## src/rtl/tpd_pkg.sv

```systemverilog
// Shared widths, constants and the remainder step for the track point decimator.
`timescale 1ns / 1ps
`default_nettype none

package tpd_pkg;

	localparam int TS_W        = 40;
	localparam int HDG_W       = 16;
	localparam int INDEX_WIDTH = 20;
	localparam int OFS_W       = 20;
	localparam int MODE_W      = 2;
	localparam int TSTEP_W     = 17;
	localparam int THR_W       = 16;
	localparam int PSTEP_W     = 16;
	localparam int MAXP_W      = 20;
	localparam int CFG_IDX_W   = 3;
	localparam int CFG_DATA_W  = 20;
	localparam int S_TDATA_W   = ((TS_W + HDG_W + 7) / 8) * 8;
	localparam int S_TUSER_W   = 2;
	localparam int M_TDATA_W   = ((OFS_W + 7) / 8) * 8;

	localparam logic [TSTEP_W-1:0] DAY_SECS  = TSTEP_W'(86400);
	localparam logic [HDG_W-1:0]   FULL_TURN = HDG_W'(36000);
	localparam logic [HDG_W-1:0]   HALF_TURN = HDG_W'(18000);

	localparam int DAY_STEPS  = TS_W / 2;
	localparam int SOD_STEPS  = (TSTEP_W + 1) / 2;
	localparam int SOD_PAD    = 2 * SOD_STEPS;
	localparam int STEP_CNT_W = $clog2(DAY_STEPS);

	// one restoring-division step: shift in a bit, subtract the divisor if it fits
	function automatic logic [TSTEP_W-1:0] mod_bit(input logic [TSTEP_W-1:0] rem,
		input logic din, input logic [TSTEP_W-1:0] dvs);
		logic [TSTEP_W:0] trial;
		trial = {rem, din};
		if (trial >= {1'b0, dvs}) begin
			return TSTEP_W'(trial - {1'b0, dvs});
		end
		return trial[TSTEP_W-1:0];
	endfunction

endpackage

`default_nettype wire

```

## src/rtl/tpd_grid_unit.sv

```systemverilog
// Digit-serial grid time unit: time of day, remainder by the step, next grid time.
`timescale 1ns / 1ps
`default_nettype none

module tpd_grid_unit (
	input  logic                        clk,
	input  logic                        arst_n,
	input  logic                        start,
	input  logic [tpd_pkg::TS_W-1:0]    ts,
	input  logic [tpd_pkg::TSTEP_W-1:0] step,
	output logic                        done,
	output logic [tpd_pkg::TS_W-1:0]    next_time
);
	import tpd_pkg::*;

	typedef enum logic [1:0] {U_IDLE, U_DAY, U_SOD, U_ADD} ustate_t;

	ustate_t              state_q;
	logic [STEP_CNT_W-1:0] cnt_q;
	logic                 done_q;
	logic [TS_W-1:0]      nxt_q;
	logic [TS_W-1:0]      ts_q;
	logic [TS_W-1:0]      sh_q;
	logic [TSTEP_W-1:0]   step_q;
	logic [TSTEP_W-1:0]   rem_q;
	logic [TSTEP_W-1:0]   inc_q;
	logic [TSTEP_W-1:0]   dvs;
	logic [TSTEP_W-1:0]   rem_mid;
	logic [TSTEP_W-1:0]   rem_nx;
	logic [TS_W:0]        sum;
	logic                 day_last;
	logic                 sod_last;

	always_comb begin
		dvs      = (state_q == U_DAY) ? DAY_SECS : step_q;
		rem_mid  = mod_bit(rem_q, sh_q[TS_W-1], dvs);
		rem_nx   = mod_bit(rem_mid, sh_q[TS_W-2], dvs);
		sum      = {1'b0, ts_q} + (TS_W + 1)'(inc_q);
		day_last = (cnt_q == STEP_CNT_W'(DAY_STEPS - 1));
		sod_last = (cnt_q == STEP_CNT_W'(SOD_STEPS - 1));
	end

	always_ff @(posedge clk or negedge arst_n) begin
		if (!arst_n) begin
			state_q <= U_IDLE;
			cnt_q   <= '0;
			done_q  <= 1'b0;
			nxt_q   <= '0;
		end else begin
			done_q <= (state_q == U_ADD);
			unique case (state_q)
				U_IDLE: begin
					if (start) begin
						state_q <= U_DAY;
						cnt_q   <= '0;
					end
				end
				U_DAY: begin
					if (day_last) begin
						state_q <= U_SOD;
						cnt_q   <= '0;
					end else begin
						cnt_q <= cnt_q + 1'b1;
					end
				end
				U_SOD: begin
					cnt_q <= cnt_q + 1'b1;
					if (sod_last) begin
						state_q <= U_ADD;
					end
				end
				U_ADD: begin
					nxt_q   <= sum[TS_W] ? '1 : sum[TS_W-1:0];
					state_q <= U_IDLE;
				end
				default: state_q <= U_IDLE;
			endcase
		end
	end

	always_ff @(posedge clk) begin
		unique case (state_q)
			U_IDLE: begin
				if (start) begin
					ts_q   <= ts;
					step_q <= step;
					sh_q   <= ts;
					rem_q  <= '0;
				end
			end
			U_DAY: begin
				if (day_last) begin
					sh_q  <= TS_W'(rem_nx) << (TS_W - SOD_PAD);
					rem_q <= '0;
				end else begin
					rem_q <= rem_nx;
					sh_q  <= sh_q << 2;
				end
			end
			U_SOD: begin
				rem_q <= rem_nx;
				sh_q  <= sh_q << 2;
				if (sod_last) begin
					inc_q <= step_q - rem_nx;
				end
			end
			default: begin
			end
		endcase
	end

	assign done      = done_q;
	assign next_time = nxt_q;

endmodule

`default_nettype wire

```

## src/rtl/track_point_decimator_core.sv

```systemverilog
// Top level of the track point decimator: sample capture, keep decision, result register.
//
//  channel  dir  handshake                       payload
//  s_axis   in   s_axis_tvalid / s_axis_tready   tdata: timestamp, heading; tuser; tlast
//  m_axis   out  m_axis_tvalid / m_axis_tready   tdata: point_offset; tuser: keep
//  cfg      in   cfg_valid / cfg_ready           cfg_index, cfg_data
//
// One item at a time: capture, decide, register the result.
// A kept point in time-step mode with a nonzero step also waits for the grid
// unit, which works the remainders two bits per cycle (20 + 9 steps, one add).
// A result waiting on m_axis does not block the next item from being taken.
// Reset clears all trackers and loads the register defaults; cfg_ready is always high.
`timescale 1ns / 1ps
`default_nettype none

module track_point_decimator_core (
	input  logic                           clk,
	input  logic                           arst_n,
	input  logic                           s_axis_tvalid,
	output logic                           s_axis_tready,
	// timestamp_seconds [39:0], heading [55:40]
	input  logic [tpd_pkg::S_TDATA_W-1:0]  s_axis_tdata,
	// heading_valid [0], first_in_window [1]
	input  logic [tpd_pkg::S_TUSER_W-1:0]  s_axis_tuser,
	input  logic                           s_axis_tlast,
	output logic                           m_axis_tvalid,
	input  logic                           m_axis_tready,
	// point_offset [19:0], zeros above
	output logic [tpd_pkg::M_TDATA_W-1:0]  m_axis_tdata,
	// keep [0]
	output logic [0:0]                     m_axis_tuser,
	input  logic                           cfg_valid,
	output logic                           cfg_ready,
	input  logic [tpd_pkg::CFG_IDX_W-1:0]  cfg_index,
	input  logic [tpd_pkg::CFG_DATA_W-1:0] cfg_data
);
	import tpd_pkg::*;

	typedef enum logic [MODE_W-1:0] {MODE_ALL, MODE_TIME, MODE_HEADING, MODE_POINT} mode_t;
	typedef enum logic [1:0] {ST_IDLE, ST_EVAL, ST_GRID, ST_SEND} state_t;

	localparam logic [CFG_IDX_W-1:0] REG_MODE   = CFG_IDX_W'(0);
	localparam logic [CFG_IDX_W-1:0] REG_TSTEP  = CFG_IDX_W'(1);
	localparam logic [CFG_IDX_W-1:0] REG_THRESH = CFG_IDX_W'(2);
	localparam logic [CFG_IDX_W-1:0] REG_PSTEP  = CFG_IDX_W'(3);
	localparam logic [CFG_IDX_W-1:0] REG_MAXP   = CFG_IDX_W'(4);
	localparam logic [INDEX_WIDTH-1:0] IDX_MAX  = '1;

	mode_t                mode_q;
	logic [TSTEP_W-1:0]   tstep_q;
	logic [THR_W-1:0]     thr_q;
	logic [PSTEP_W-1:0]   pstep_q;
	logic [MAXP_W-1:0]    maxp_q;

	state_t               state_q;
	logic [TS_W-1:0]      ngt_q;
	logic [HDG_W-1:0]     lkh_q;
	logic [INDEX_WIDTH-1:0] sofs_q;
	logic [MAXP_W-1:0]    kcnt_q;
	logic [PSTEP_W-1:0]   cdown_q;
	logic                 hseen_q;
	logic                 grid_start_q;
	logic                 res_keep_q;
	logic [OFS_W-1:0]     res_ofs_q;
	logic                 m_valid_q;
	logic                 m_keep_q;
	logic [OFS_W-1:0]     m_ofs_q;

	logic [TS_W-1:0]      ts_q;
	logic [HDG_W-1:0]     hdg_q;
	logic                 hv_q;
	logic                 first_q;
	logic                 last_q;

	logic [HDG_W-1:0]     s_hdg;
	logic [HDG_W-1:0]     hdg_red;
	logic [INDEX_WIDTH-1:0] pos_w;
	logic [INDEX_WIDTH-1:0] sofs_nx;
	logic [HDG_W-1:0]     hdg_diff;
	logic [HDG_W-1:0]     hdg_chg;
	logic                 hseen_nx;
	logic [MAXP_W-1:0]    kcnt_nx;
	logic [PSTEP_W-1:0]   cdown_nx;
	logic [HDG_W-1:0]     lkh_nx;
	logic [TS_W-1:0]      ngt_nx;
	logic                 keep_w;
	logic                 grid_go;
	logic                 grid_done;
	logic [TS_W-1:0]      grid_next;

	tpd_grid_unit u_grid (
		.clk       (clk),
		.arst_n    (arst_n),
		.start     (grid_start_q),
		.ts        (ts_q),
		.step      (tstep_q),
		.done      (grid_done),
		.next_time (grid_next)
	);

	assign cfg_ready     = 1'b1;
	assign s_axis_tready = (state_q == ST_IDLE);
	assign m_axis_tvalid = m_valid_q;
	assign m_axis_tdata  = M_TDATA_W'(m_ofs_q);
	assign m_axis_tuser  = m_keep_q;

	assign s_hdg   = s_axis_tdata[TS_W +: HDG_W];
	assign hdg_red = (s_hdg >= FULL_TURN) ? s_hdg - FULL_TURN : s_hdg;

	always_ff @(posedge clk or negedge arst_n) begin
		if (!arst_n) begin
			mode_q  <= MODE_ALL;
			tstep_q <= '0;
			thr_q   <= '0;
			pstep_q <= PSTEP_W'(1);
			maxp_q  <= '1;
		end else if (cfg_valid && cfg_ready) begin
			unique case (cfg_index)
				REG_MODE:   mode_q  <= mode_t'(cfg_data[MODE_W-1:0]);
				REG_TSTEP:  tstep_q <= cfg_data[TSTEP_W-1:0];
				REG_THRESH: thr_q   <= cfg_data[THR_W-1:0];
				REG_PSTEP:  pstep_q <= cfg_data[PSTEP_W-1:0];
				REG_MAXP:   maxp_q  <= cfg_data[MAXP_W-1:0];
				default: begin
				end
			endcase
		end
	end

	always_ff @(posedge clk) begin
		if (s_axis_tvalid && s_axis_tready) begin
			ts_q    <= s_axis_tdata[TS_W-1:0];
			hdg_q   <= hdg_red;
			hv_q    <= s_axis_tuser[0];
			first_q <= s_axis_tuser[1];
			last_q  <= s_axis_tlast;
		end
	end

	always_comb begin
		pos_w    = first_q ? '0 : sofs_q;
		sofs_nx  = (pos_w == IDX_MAX) ? pos_w : pos_w + 1'b1;
		hdg_diff = (hdg_q > lkh_q) ? hdg_q - lkh_q : lkh_q - hdg_q;
		hdg_chg  = (hdg_diff > HALF_TURN) ? FULL_TURN - hdg_diff : hdg_diff;
		hseen_nx = first_q ? 1'b0 : hseen_q;
		kcnt_nx  = first_q ? '0 : kcnt_q;
		cdown_nx = first_q ? '0 : cdown_q;
		lkh_nx   = lkh_q;
		ngt_nx   = ngt_q;
		keep_w   = 1'b0;
		grid_go  = 1'b0;
		unique case (mode_q)
			MODE_ALL: keep_w = 1'b1;
			MODE_TIME: begin
				keep_w = first_q || last_q || (tstep_q == '0) || (ts_q >= ngt_q);
				if (keep_w) begin
					if (tstep_q == '0) begin
						ngt_nx = ts_q;
					end else begin
						grid_go = 1'b1;
					end
				end
			end
			MODE_HEADING: begin
				if (hv_q && (!hseen_nx || last_q || (hdg_chg >= thr_q))) begin
					keep_w   = 1'b1;
					lkh_nx   = hdg_q;
					hseen_nx = 1'b1;
				end
			end
			MODE_POINT: begin
				if (cdown_nx == '0) begin
					if (kcnt_nx < maxp_q) begin
						keep_w  = 1'b1;
						kcnt_nx = kcnt_nx + 1'b1;
					end
					cdown_nx = (pstep_q == '0) ? '0 : pstep_q - 1'b1;
				end else begin
					cdown_nx = cdown_nx - 1'b1;
				end
			end
			default: keep_w = 1'b1;
		endcase
	end

	always_ff @(posedge clk or negedge arst_n) begin
		if (!arst_n) begin
			state_q      <= ST_IDLE;
			ngt_q        <= '0;
			lkh_q        <= '0;
			sofs_q       <= '0;
			kcnt_q       <= '0;
			cdown_q      <= '0;
			hseen_q      <= 1'b0;
			grid_start_q <= 1'b0;
			res_keep_q   <= 1'b0;
			res_ofs_q    <= '0;
			m_valid_q    <= 1'b0;
			m_keep_q     <= 1'b0;
			m_ofs_q      <= '0;
		end else begin
			grid_start_q <= (state_q == ST_EVAL) && grid_go;
			if (m_valid_q && m_axis_tready && (state_q != ST_SEND)) begin
				m_valid_q <= 1'b0;
			end
			unique case (state_q)
				ST_IDLE: begin
					if (s_axis_tvalid) begin
						state_q <= ST_EVAL;
					end
				end
				ST_EVAL: begin
					sofs_q     <= sofs_nx;
					hseen_q    <= hseen_nx;
					kcnt_q     <= kcnt_nx;
					cdown_q    <= cdown_nx;
					lkh_q      <= lkh_nx;
					ngt_q      <= ngt_nx;
					res_keep_q <= keep_w;
					res_ofs_q  <= OFS_W'(pos_w);
					if (grid_go) begin
						state_q <= ST_GRID;
					end else begin
						state_q <= ST_SEND;
					end
				end
				ST_GRID: begin
					if (grid_done) begin
						ngt_q   <= grid_next;
						state_q <= ST_SEND;
					end
				end
				ST_SEND: begin
					if (!m_valid_q || m_axis_tready) begin
						m_valid_q <= 1'b1;
						m_keep_q  <= res_keep_q;
						m_ofs_q   <= res_ofs_q;
						state_q   <= ST_IDLE;
					end
				end
				default: state_q <= ST_IDLE;
			endcase
		end
	end

`ifndef SYNTH
	a_done_in_grid: assert property (@(posedge clk) disable iff (!arst_n)
		grid_done |-> (state_q == ST_GRID))
		else $error("grid unit finished outside the grid wait");

	a_grid_mode: assert property (@(posedge clk) disable iff (!arst_n)
		(state_q == ST_GRID) |-> ((mode_q == MODE_TIME) && (tstep_q != '0)))
		else $error("grid wait without a time step in force");

	a_grid_ahead: assert property (@(posedge clk) disable iff (!arst_n)
		grid_done |-> (grid_next > ts_q || grid_next == '1))
		else $error("next grid time not past the kept sample");

	a_offset_mono: assert property (@(posedge clk) disable iff (!arst_n)
		(state_q == ST_EVAL && !first_q) |=> (sofs_q >= $past(sofs_q)))
		else $error("sample position went back inside a window");
`endif

endmodule

`default_nettype wire

```

## config.mk

```make
export PLATFORM = sky130hd
export DESIGN_NAME = track_point_decimator_core
export DESIGN_NICKNAME = d
export VERILOG_FILES = /design/src/rtl/tpd_pkg.sv /design/src/rtl/tpd_grid_unit.sv /design/src/rtl/track_point_decimator_core.sv
export SDC_FILE = /design/constraint.sdc
export NUM_CORES = 1
export LEC_CHECK = 0
export BUFFER_PORTS_ARGS = -buffer_cell sky130_fd_sc_hd__buf_2
export CAP_MARGIN = 40
export CORE_MARGIN = 2
export CORE_UTILIZATION = 30
export DETAILED_ROUTE_END_ITERATION = 8
export SETUP_SLACK_MARGIN = 0.2
export SLEW_MARGIN = 10
export SYNTH_ARGS = -nofsm -noshare
export SYNTH_HDL_FRONTEND = slang
export SYNTH_SLANG_ARGS = --single-unit
export TNS_END_PERCENT = 30
```

## constraint.sdc

```tcl
create_clock -name clk -period 8.48 [get_ports clk]
set_input_delay 1.696 -clock clk [delete_from_list [all_inputs] [get_ports clk]]
set_output_delay 1.696 -clock clk [all_outputs]
set_load 0.03 [all_outputs]
```

# [Word level (Yosys, flattened, before mapping)]
# Cells that the tools add are included.
[op_classes] reduce_logical=35 mux=57 n_lt_le_gt_ge=8 eq_ne=26 add_sub_neg=13
[op_table] cell="40-bit two-way mux" n=7
[op_table] cell="20-bit two-way mux" n=6
[op_table] cell="40-bit case mux with 3 select lines" n=1
[op_table] cell="17-bit two-way mux" n=7
[op_table] cell="16-bit two-way mux" n=7
[op_table] cell="40-bit case mux with 2 select lines" n=1
[op_table] cell="17-bit case mux with 3 select lines" n=1
[op_table] cell="17-bit subtractor" n=3
[op_table] cell="40-bit by 17-bit adder with 41-bit output" n=1
[op_table] cell="20-bit by 1-bit adder with 20-bit output, second input constant" n=2
[op_table] cell="40-bit greater-or-equal comparator" n=1
[op_table] cell="18-bit by 17-bit greater-or-equal comparator with 1-bit output" n=2
[op_table] cell="16-bit logical NOT" n=2
[op_table] cell="16-bit by 1-bit subtractor with 16-bit output, second input constant" n=2
[op_table] cell="16-bit subtractor" n=2
[op_table] cell="20-bit == test, second input constant" n=1
[op_table] cell="20-bit less-than comparator" n=1
[op_table] cell="2-bit AND reduction" n=9
[op_table] cell="17-bit logical NOT" n=1
[op_table] cell="16-bit greater-or-equal comparator" n=1
[op_table] cell="16-bit greater-or-equal comparator, second input constant" n=1
[op_table] cell="16-bit by 15-bit greater-than comparator with 1-bit output, second input constant" n=1
[op_table] cell="16-bit greater-than comparator" n=1
[op_table] cell="2-bit case mux with 4 select lines" n=2
[op_table] cell="other kinds (26)" n=76
[totals] out_inout_bits=28 reg_bits=468

# [Logic depth before layout (Yosys ltp)]
# Gate-level depths: netlist of the first run.
[depth] word_depth=10 ltp_mapped=39

# [By module]
# Synthesis of the first run repeated with hierarchy kept, for this count alone.
[hier_totals] hier_cells=2652 hier_area_um2=27387.5
[modules_own_cells] module="track_point_decimator_core" instances=1 area_each_um2=16658.5 seq_area_each_um2=7553.5 cells_per_inst=1630
[modules_own_cells] module="tpd_grid_unit" instances=1 area_each_um2=10729.0 seq_area_each_um2=5134.9 cells_per_inst=1022

# [Least setup slack after synthesis of the first run]
# No wires, ideal clock.
[synth_path] path_type="register to register" from="register u_grid.state_q[1]" to="register u_grid.inc_q[16], data pin" period_less_slack_ps=7949 path_buffers=4 arrival_ps=7682 slack_ps=531 required_ps=8212 path_stages_with_launch=40 path_cell_list="dfrtp_1 -> inv_1 -> ha_1 -> clkbuf_1 -> nor2b_1 -> ha_1 -> inv_1 -> fa_1 -> a21o_1 -> a21oi_1 -> o211ai_1 -> a21oi_1 -> a311o_1 -> nand2_1 -> clkbuf_1 -> nand2_1 -> o21ai_0 -> fa_1 -> [... 4 more ...] -> o31a_1 -> a21oi_1 -> a41o_1 -> a221o_1 -> clkbuf_1 -> buf_2 -> mux2i_1 -> ha_1 -> a21o_1 -> a21oi_1 -> o21bai_1 -> a31o_2 -> a211o_1 -> o311a_1 -> nand4_1 -> nand4b_1 -> a21oi_1 -> xnor3_1"
[synth_via] elab_chain_len=9 word_cells_on_any_way=13 classes_between="add/sub (3); order compare (2); eq/ne (1); mux (7)"
[synth_lines] element="start: declaration" line="tpd_grid_unit.sv:18" rtl="ustate_t state_q;"
[synth_lines] element="start signal: assignment" line="tpd_grid_unit.sv:45" rtl="state_q <= U_IDLE;"
[synth_lines] element="start signal: assignment" line="tpd_grid_unit.sv:54" rtl="state_q <= U_DAY;"
[synth_lines] element="start signal: assignment" line="tpd_grid_unit.sv:60" rtl="state_q <= U_SOD;"
[synth_lines] element="2-bit by 1-bit == test with 1-bit output *" line="tpd_grid_unit.sv:35" rtl="dvs = (state_q == U_DAY) ? DAY_SECS : step_q;"
[synth_lines] element="17-bit two-way mux *" line="tpd_grid_unit.sv:35"
[synth_lines] element="17-bit subtractor / 18-bit by 17-bit greater-or-equal comparator with 1-bit output (equally long branches)" line="tpd_pkg.sv:37, tpd_pkg.sv:36"
[synth_lines] element="17-bit two-way mux / 1-bit two-way mux (equally long branches)" line="tpd_pkg.sv:36" rtl="if (trial >= {1'b0, dvs}) begin"
[synth_lines] element="17-bit two-way mux" line="tpd_pkg.sv:39" rtl="return trial[TSTEP_W-1:0];"
[synth_lines] element="17-bit subtractor / 18-bit by 17-bit greater-or-equal comparator with 1-bit output (equally long branches)" line="tpd_pkg.sv:37, tpd_pkg.sv:36"
[synth_lines] element="17-bit two-way mux / 1-bit two-way mux (equally long branches)" line="tpd_pkg.sv:36"
[synth_lines] element="17-bit two-way mux *" line="tpd_pkg.sv:39"
[synth_lines] element="17-bit subtractor *" line="tpd_grid_unit.sv:104" rtl="inc_q <= step_q - rem_nx;"
[synth_lines] element="end signal: assignment" line="tpd_grid_unit.sv:104"
[synth_lines] element="end: declaration" line="tpd_grid_unit.sv:26" rtl="logic [TSTEP_W-1:0] inc_q;"
# Every way passes the cells marked *; elsewhere a longest branch is shown, timed or not. The select of a mux whose other input is x is not followed.
# A chain may end at the register's enable or synchronous reset.

# [Worst setup path after layout of the first run]
# Ends and elaborated chain as after synthesis.

==> metrics.md, run 1 <==
| Metric | Value |
|---|---|
| Ant. Diodes | `0` |
| Largest net degree at the start of global routing | `110` |
| Mux cell area share after synthesis | `about 6.4%` |
| Core area | `90,010 sq um` |
| Met2 WL | `between 30,000 and 40,000 um` |
| Clock sinks | `approximately 470` |
| Final setup violation count | `0` |
| Reg2Reg Setup Slack | `~0.51 ns` |
| Initial antenna violation count | `1` |
| Drt initial violations | `around 1,300` |
| Clock root buffer | `clkbuf_16` |
| Tmin final | `roughly 8 ns` |
| EDFF count, synth | `190` |
| Final nets | `3,032` |
| DRC | `0` |
| Vias/cell | `roughly 5.0` |
| CTS Buffer Depth | `3` |
| CP Max Fanout | `15` |
| Dpl cell area | `between 20,000 and 30,000 sq um` |
| IO buf count | `approximately 110` |
| H-Tree Level Count | `2` |
| Crit. End Element | `flop` |
| CP Data Arrival Time | `8.33 ns` |
| Most frequent cells in the layout | `257 x dfrtp_1, 247 x nand2_1, 198 x o21ai_0` |
| Fillers | `slightly above 9,000` |
| Outcome | `finished clean` |
| HP Class | `reg2reg` |
| Slew @ Worst Pin | `~0.94 ns` |
| Share of cells above drive strength 1 | `~15%` |
| Vias in the first global route | `19,580` |
| WS Path Type | `reg2reg` |
| Post-synthesis compound-gate area fraction | `between 10% and 20%` |
| Max Cap Viol | `0` |
| Die footprint | `approximately 93,000 sq um` |
| Clock skew | `approximately 0.035 ns` |
| Met3 Routed Length | `3084 um` |
| Final TNS setup | `0 ns` |
| Clock Latency Late Sink | `between 0.6 and 0.7 ns` |
| Cell Rows | `110` |
| Worst path most repeated cell | `a21oi_2` |
| Req. time, crit path | `just under 9 ns` |
| Async S/R FF share, synth | `59.40%` |
| Worst slew margin | `between 30% and 40%` |
| Area grow syn2layout | `14.55%` |
| M1 WL | `around 33,000 um` |
| Commonest non-fill, non-tap cell in the layout | `dfrtp_1` |
| Final Max Tran Viols | `0` |
| Netlist Area Pre-Place | `around 27,000 sq um` |
| Cts bufs inserted | `a little over 50` |
| Synth Area in Adders | `under 10%` |
| 1st-pass router iterations | `7` |
| Ys flop type | `dfrtp_1` |
| Vias | `19,740` |
| Mean post-synth cell area | `approximately 10 sq um` |
| Post-DRT Antenna Nets | `0` |
| CTS tree | `built` |
| DP HPWL | `roughly 50,000 um` |
| #FFs+latches synth | `approximately 470` |
| Synth warn | `0` |
| Die Span Y | `305.4 um` |
| Largest family of logic cells by synthesized area | `compound AO/OA/AOI/OAI gates` |
| Final instance area | `approximately 31,000 sq um` |
| Max Freq | `around 0.13 GHz` |
| Final design utilization | `a little over a third` |
| Starting Density | `a little under a third` |
| # IOs | `115` |
| Post-synth cell types | `roughly 100` |
| CP max-delay cell | `fa_1` |
| Critical path's largest stage delay | `around 0.43 ns` |
| CTS Hold Bufs | `0` |
| Final RePlAce weighted congestion | `around 0.89` |
| Syn Inst Count | `2,625` |
| Routed Wire Length | `69,080 um` |
| Setup crit start kind | `flop` |
| Post-synthesis sequential area ratio | `between 40% and 50%` |
| First-pass GRT wire length | `between 100,000 and 150,000 um` |
| Overall routing resource usage | `14.73%` |
| CTS clk-pin slew, worst paths | `~0.07 ns` |
| Final hold vios | `0` |
| Post-Synth Simple-Gate Area | `~13%` |
| Chip width | `between 300 and 400 um` |
| Top layer in use | `met4` |
| Final period util | `around 94%` |
| RSZ-0062 raised after global routing | `no` |
| Post-Synth XOR/XNOR Area | `approximately 4.7%` |
| Grt total ovfl | `0` |
| Wire per inst | `about 17 um` |
[state kept, by name, indices dropped and copies added (netlist names), 2 cells and up]
name,count
ngt_q,40
ts_q,40
u_grid.next_time,40
u_grid.sh_q,40
u_grid.ts_q,40
kcnt_q,20
m_ofs_q,20
maxp_q,20
res_ofs_q,20
sofs_q,20
tstep_q,17
u_grid.inc_q,17
u_grid.rem_q,17
u_grid.step_q,17
cdown_q,16
hdg_q,16
lkh_q,16
pstep_q,16
thr_q,16
u_grid.cnt_q,5
mode_q,2
state_q,2
u_grid.state_q,2
[synthesized netlist by cell type (65+ instances only)]
library cell / number / share of area (%)
nor2_1: 125 / 1.7
inv_1: 187 / 2.6
xor2_1: 65 / 2.1
a21oi_1: 131 / 2.4
o21ai_0: 199 / 3.7
mux2i_1: 85 / 3.1
xnor2_1: 69 / 2.2
dfrtp_1: 257 / 24
ha_1: 190 / 8.7
edfxtp_1: 190 / 21
clkbuf_1: 73 / 1.0
mux2_2: 74 / 3.1
nand2_1: 249 / 3.4
[timing repair]
action                                  4_1_cts  5_1_grt
pin swaps                                     0        8
cloned                                        0        0
buffers inserted                              0       11
endpoints found under the setup margin        3        5
gates resized for setup                       4       11
[worst max-delay path, delay by kind of cell, from the launching register on]
kind / cells / cell delay (ns)
AOI/OAI and AO/OA: 16 / 3.59
buffers and inverters: 2 / 0.36
muxes: 2 / 0.69
and+or+nand+nor: 7 / 1.01
adders and majority gates: 4 / 1.40
xor gates and xnor gates: 1 / 0.21
DFF: 1 / 0.41
[routing by layer]
metal,track usage [%],vias up
met1,21.07,9518
met3,2.052,81
met5,0,-
met4,3.643,0
met2,23.40,401
li1,-,9736
[cell families after synthesis]
kind of cell               after synthesis
AOI/OAI and AO/OA                      643
xor gates and xnor gates               139
adders and majority gates              196
buffers and inverters                  285
DFF                                    468
muxes                                  162
other                                    2
and+or+nand+nor                        730
[final cells by class]
cell class | instances | area (sq um) | area share [%]
repair buffers | 164 | 1035 | 3.316
well taps | 1176 | 1471 | 4.715
multi-input cells | 1875 | 13520 | 43.32
clock buffers | 70 | 1450 | 4.647
flip-flops and latches | 468 | 12690 | 40.66
clock inverters | 26 | 334.1 | 1.070
inverters | 189 | 709.4 | 2.273
[path summary, 6_finish.rpt]
path	startpoint	end	depth (start not counted)
max reg2reg	u_grid.state_q[1]	u_grid.inc_q[16]	32
min in group asynchronous	arst_n	u_grid.next_time[25]	1
min	ngt_q[10]	ngt_q[10]	2
max	u_grid.state_q[1]	u_grid.inc_q[16]	32
min reg2reg	ngt_q[10]	ngt_q[10]	2
max in group asynchronous	arst_n	u_grid.next_time[0]	2
[per-stage QoR]
step	hold slack [ns]	worst slack [ns]	cells
final	0.4774	0.5060	3968
after global routing	0.4950	0.1250	3968
after CTS	0.4781	0.2346	3957
after detailed placement	0.4638	-0.00008082	3861
after global placement	0.4599	0.1292	3852
after floorplan	0.4388	0.5305	2628
Power of run 1 is left out: the tool's default activity adds up to more than one toggle a clock period on the data nets, which glitch-free logic cannot reach.
==> run 2, diff against run 1 <==
==> constraint.sdc (replaced) <==
create_clock -name clk -period 8.48 [get_ports clk]
set_input_delay 0.848 -clock clk [delete_from_list [all_inputs] [get_ports clk]]
set_output_delay 0.848 -clock clk [all_outputs]
set_load 0.03 [all_outputs]
==> run 2 against run 1 <==
Net effect: first-iteration DRC count shrank 2.7%; maximum frequency grew 0.79%; die area is the same; non-clock buffer count shrank 2; sequential share of layout area shrank 0.17 points; critical path depth grew 2; via count grew 0.17%; worst setup slack gained 0.063 ns; register-to-register slack gained 0.06 ns; hold slack lost 0.29 ns; cell area grew 0.42%; final cell count is essentially flat.
==> metrics.md, run 2 (synthesis results as in run 1) <==
| Metric | Value |
|---|---|
| Outcome | `finished clean (unchanged)` |
| Core area | `90,010 sq um (unchanged)` |
| Clock sinks | `468 (unchanged)` |
| Chip width | `305.4 um (unchanged)` |
| Wire per inst | `17.42 um (was 17.41 um)` |
| Met2 Use GR | `23.12% (was 23.40%)` |
| Fillers | `9,071 (was 9,097)` |
| Clock skew | `0.02235 ns (was 0.03546 ns)` |
| 1st-pass router iterations | `5 (was 7)` |
| CP Data Arrival Time | `8.27 ns (was 8.33 ns)` |
| GRT Max-Usage Layer | `met2 (unchanged)` |
| Clock Latency Late Sink | `0.62 ns (about the same)` |
| Most frequent cells in the layout | `257 x dfrtp_1, 247 x nand2_1, 197 x o21ai_0 (was 257 x dfrtp_1, 247 x nand2_1, 198 x o21ai_0)` |
| Area grow syn2layout | `15.03% (was 14.55%)` |
| Initial antenna violation count | `1 (unchanged)` |
| Max Cap Viol | `0 (unchanged)` |
| Crit. End Element | `flop (unchanged)` |
| Clock root buffer | `clkbuf_16 (unchanged)` |
| Vias/cell | `4.981 (was 4.974)` |
| Routed Wire Length | `69,130 um (was 69,080 um)` |
| CTS tree | `built (unchanged)` |
| Worst slew margin | `42.83% (was 37.40%)` |
| Final RePlAce weighted congestion | `0.8841 (was 0.8885)` |
| Largest net degree at the start of global routing | `81 (was 110)` |
| DP HPWL | `49,770 um (was 49,720 um)` |
| Global routing usage on met1 | `21.34% (was 21.07%)` |
| Max Freq | `0.1264 GHz (was 0.1254 GHz)` |
| Final hold vios | `0 (unchanged)` |
| Die Span Y | `305.4 um (unchanged)` |
| Final nets | `3,032 (unchanged)` |
| Req. time, crit path | `8.84 ns (was 8.83 ns)` |
| WS Path Type | `reg2reg (unchanged)` |
| Final Max Tran Viols | `0 (unchanged)` |
| Setup crit start kind | `flop (unchanged)` |
| First-pass GRT wire length | `109,700 um (was 109,900 um)` |
| Grt total ovfl | `0 (unchanged)` |
| Vias in the first global route | `19,340 (was 19,580)` |
| Vias | `19,770 (was 19,740)` |
| Tmin final | `7.911 ns (was 7.974 ns)` |
| Cts bufs inserted | `53 (was 51)` |
| Starting Density | `30.27% (unchanged)` |
| Overall routing resource usage | `14.73% (about the same)` |
| CP max-delay cell | `fa_1 (unchanged)` |
| Critical path's largest stage delay | `0.43 ns (about the same)` |
| Final period util | `93.30% (was 94.03%)` |
| Met3 global-route usage | `1.796% (was 2.052%)` |
| Share of cells above drive strength 1 | `15.04% (about the same)` |
| CTS Hold Bufs | `0 (unchanged)` |
| CP Max Fanout | `11 (was 15)` |
| CTS Buffer Depth | `3 (unchanged)` |
| CTS clk-pin slew, worst paths | `0.06 ns (was 0.07 ns)` |
| Slew @ Worst Pin | `0.8575 ns (was 0.9390 ns)` |
| Final TNS setup | `0 ns (unchanged)` |
| Ant. Diodes | `0 (unchanged)` |
| IO buf count | `109 (unchanged)` |
| Final setup violation count | `0 (unchanged)` |
| Drt initial violations | `1,268 (was 1,303)` |
| HP Class | `in2async (was reg2reg)` |
| Cell Rows | `110 (unchanged)` |
| Post-DRT Antenna Nets | `0 (unchanged)` |
| DRC | `0 (unchanged)` |
| # IOs | `115 (unchanged)` |
| Commonest non-fill, non-tap cell in the layout | `dfrtp_1 (unchanged)` |
| RSZ-0062 raised after global routing | `no (unchanged)` |
| Die footprint | `93,240 sq um (unchanged)` |
| H-Tree Level Count | `2 (unchanged)` |
run 2: repair_timing:
| action | in CTS | in global routing |
|---|---|---|
| gates resized for setup | 4 | 9 |
| endpoints found under the setup margin | 3 | 4 |
| hold endpoints to repair | 0 | 0 |
| pin swaps | 0 | 5 |
| setup buffers | 0 | 6 |
run 2: layout make-up:
cell class | count | area (sq um) | area share, %
Multi-Input combinational cell | 1875 | 13510 | 43.11
Sequential cell | 468 | 12690 | 40.49
Clock buffer | 73 | 1600 | 5.106
Tap cell | 1176 | 1471 | 4.695
Timing Repair Buffer | 162 | 1060 | 3.382
Inverter | 189 | 709.4 | 2.264
Clock inverter | 26 | 297.8 | 0.9502
run 2: critical path, delay by kind of cell, from the launching register on:
kind                       cells  cell delay (ns)
DFF                            1             0.37
adders and majority gates      5             1.58
AOI/OAI and AO/OA             18             3.69
xor gates and xnor gates       1             0.24
and+or+nand+nor                6             0.88
muxes                          2             0.71
buffers and inverters          2             0.15
run 2: routing by layer:
| metal | wire length, um | up-vias |
|---|---|---|
| met2 | 31120 | 402 |
| met5 | 0 | - |
| met4 | 1620 | 0 |
| met1 | 33670 | 9567 |
| met3 | 2721 | 90 |
| li1 | - | 9711 |
run 2: final timing paths:
kind | start | cells after the start | slack (ns) | to
max | u_grid.state_q[1] | 34 | 0.57 | u_grid.inc_q[16]
min | arst_n | 1 | 0.19 | u_grid.next_time[25]
max reg2reg | u_grid.state_q[1] | 34 | 0.57 | u_grid.inc_q[16]
min reg2reg | hseen_q | 2 | 0.48 | hseen_q
max in group asynchronous | arst_n | 3 | 7.01 | maxp_q[10]
min in group clk | s_axis_tdata[40] | 1 | 0.41 | hdg_q[0]
run 2: through the flow:
stage / std cells / setup WS (ns) / hold slack, ns / area [sq um] / util, %
floorplan: 2628 / 0.5305 / 0.4388 / 27250 / -
global placement: 3852 / 0.1324 / 0.4601 / 29160 / 32.39
detailed placement: 3863 / 0.01945 / 0.4652 / 29320 / 32.57
CTS: 3962 / 0.2532 / 0.2030 / 31240 / 34.70
global route: 3969 / 0.1589 / 0.2360 / 31340 / 34.82
finish: 3969 / 0.5686 / 0.1871 / 31340 / 34.82
Power of run 2 is left out for the same reason.
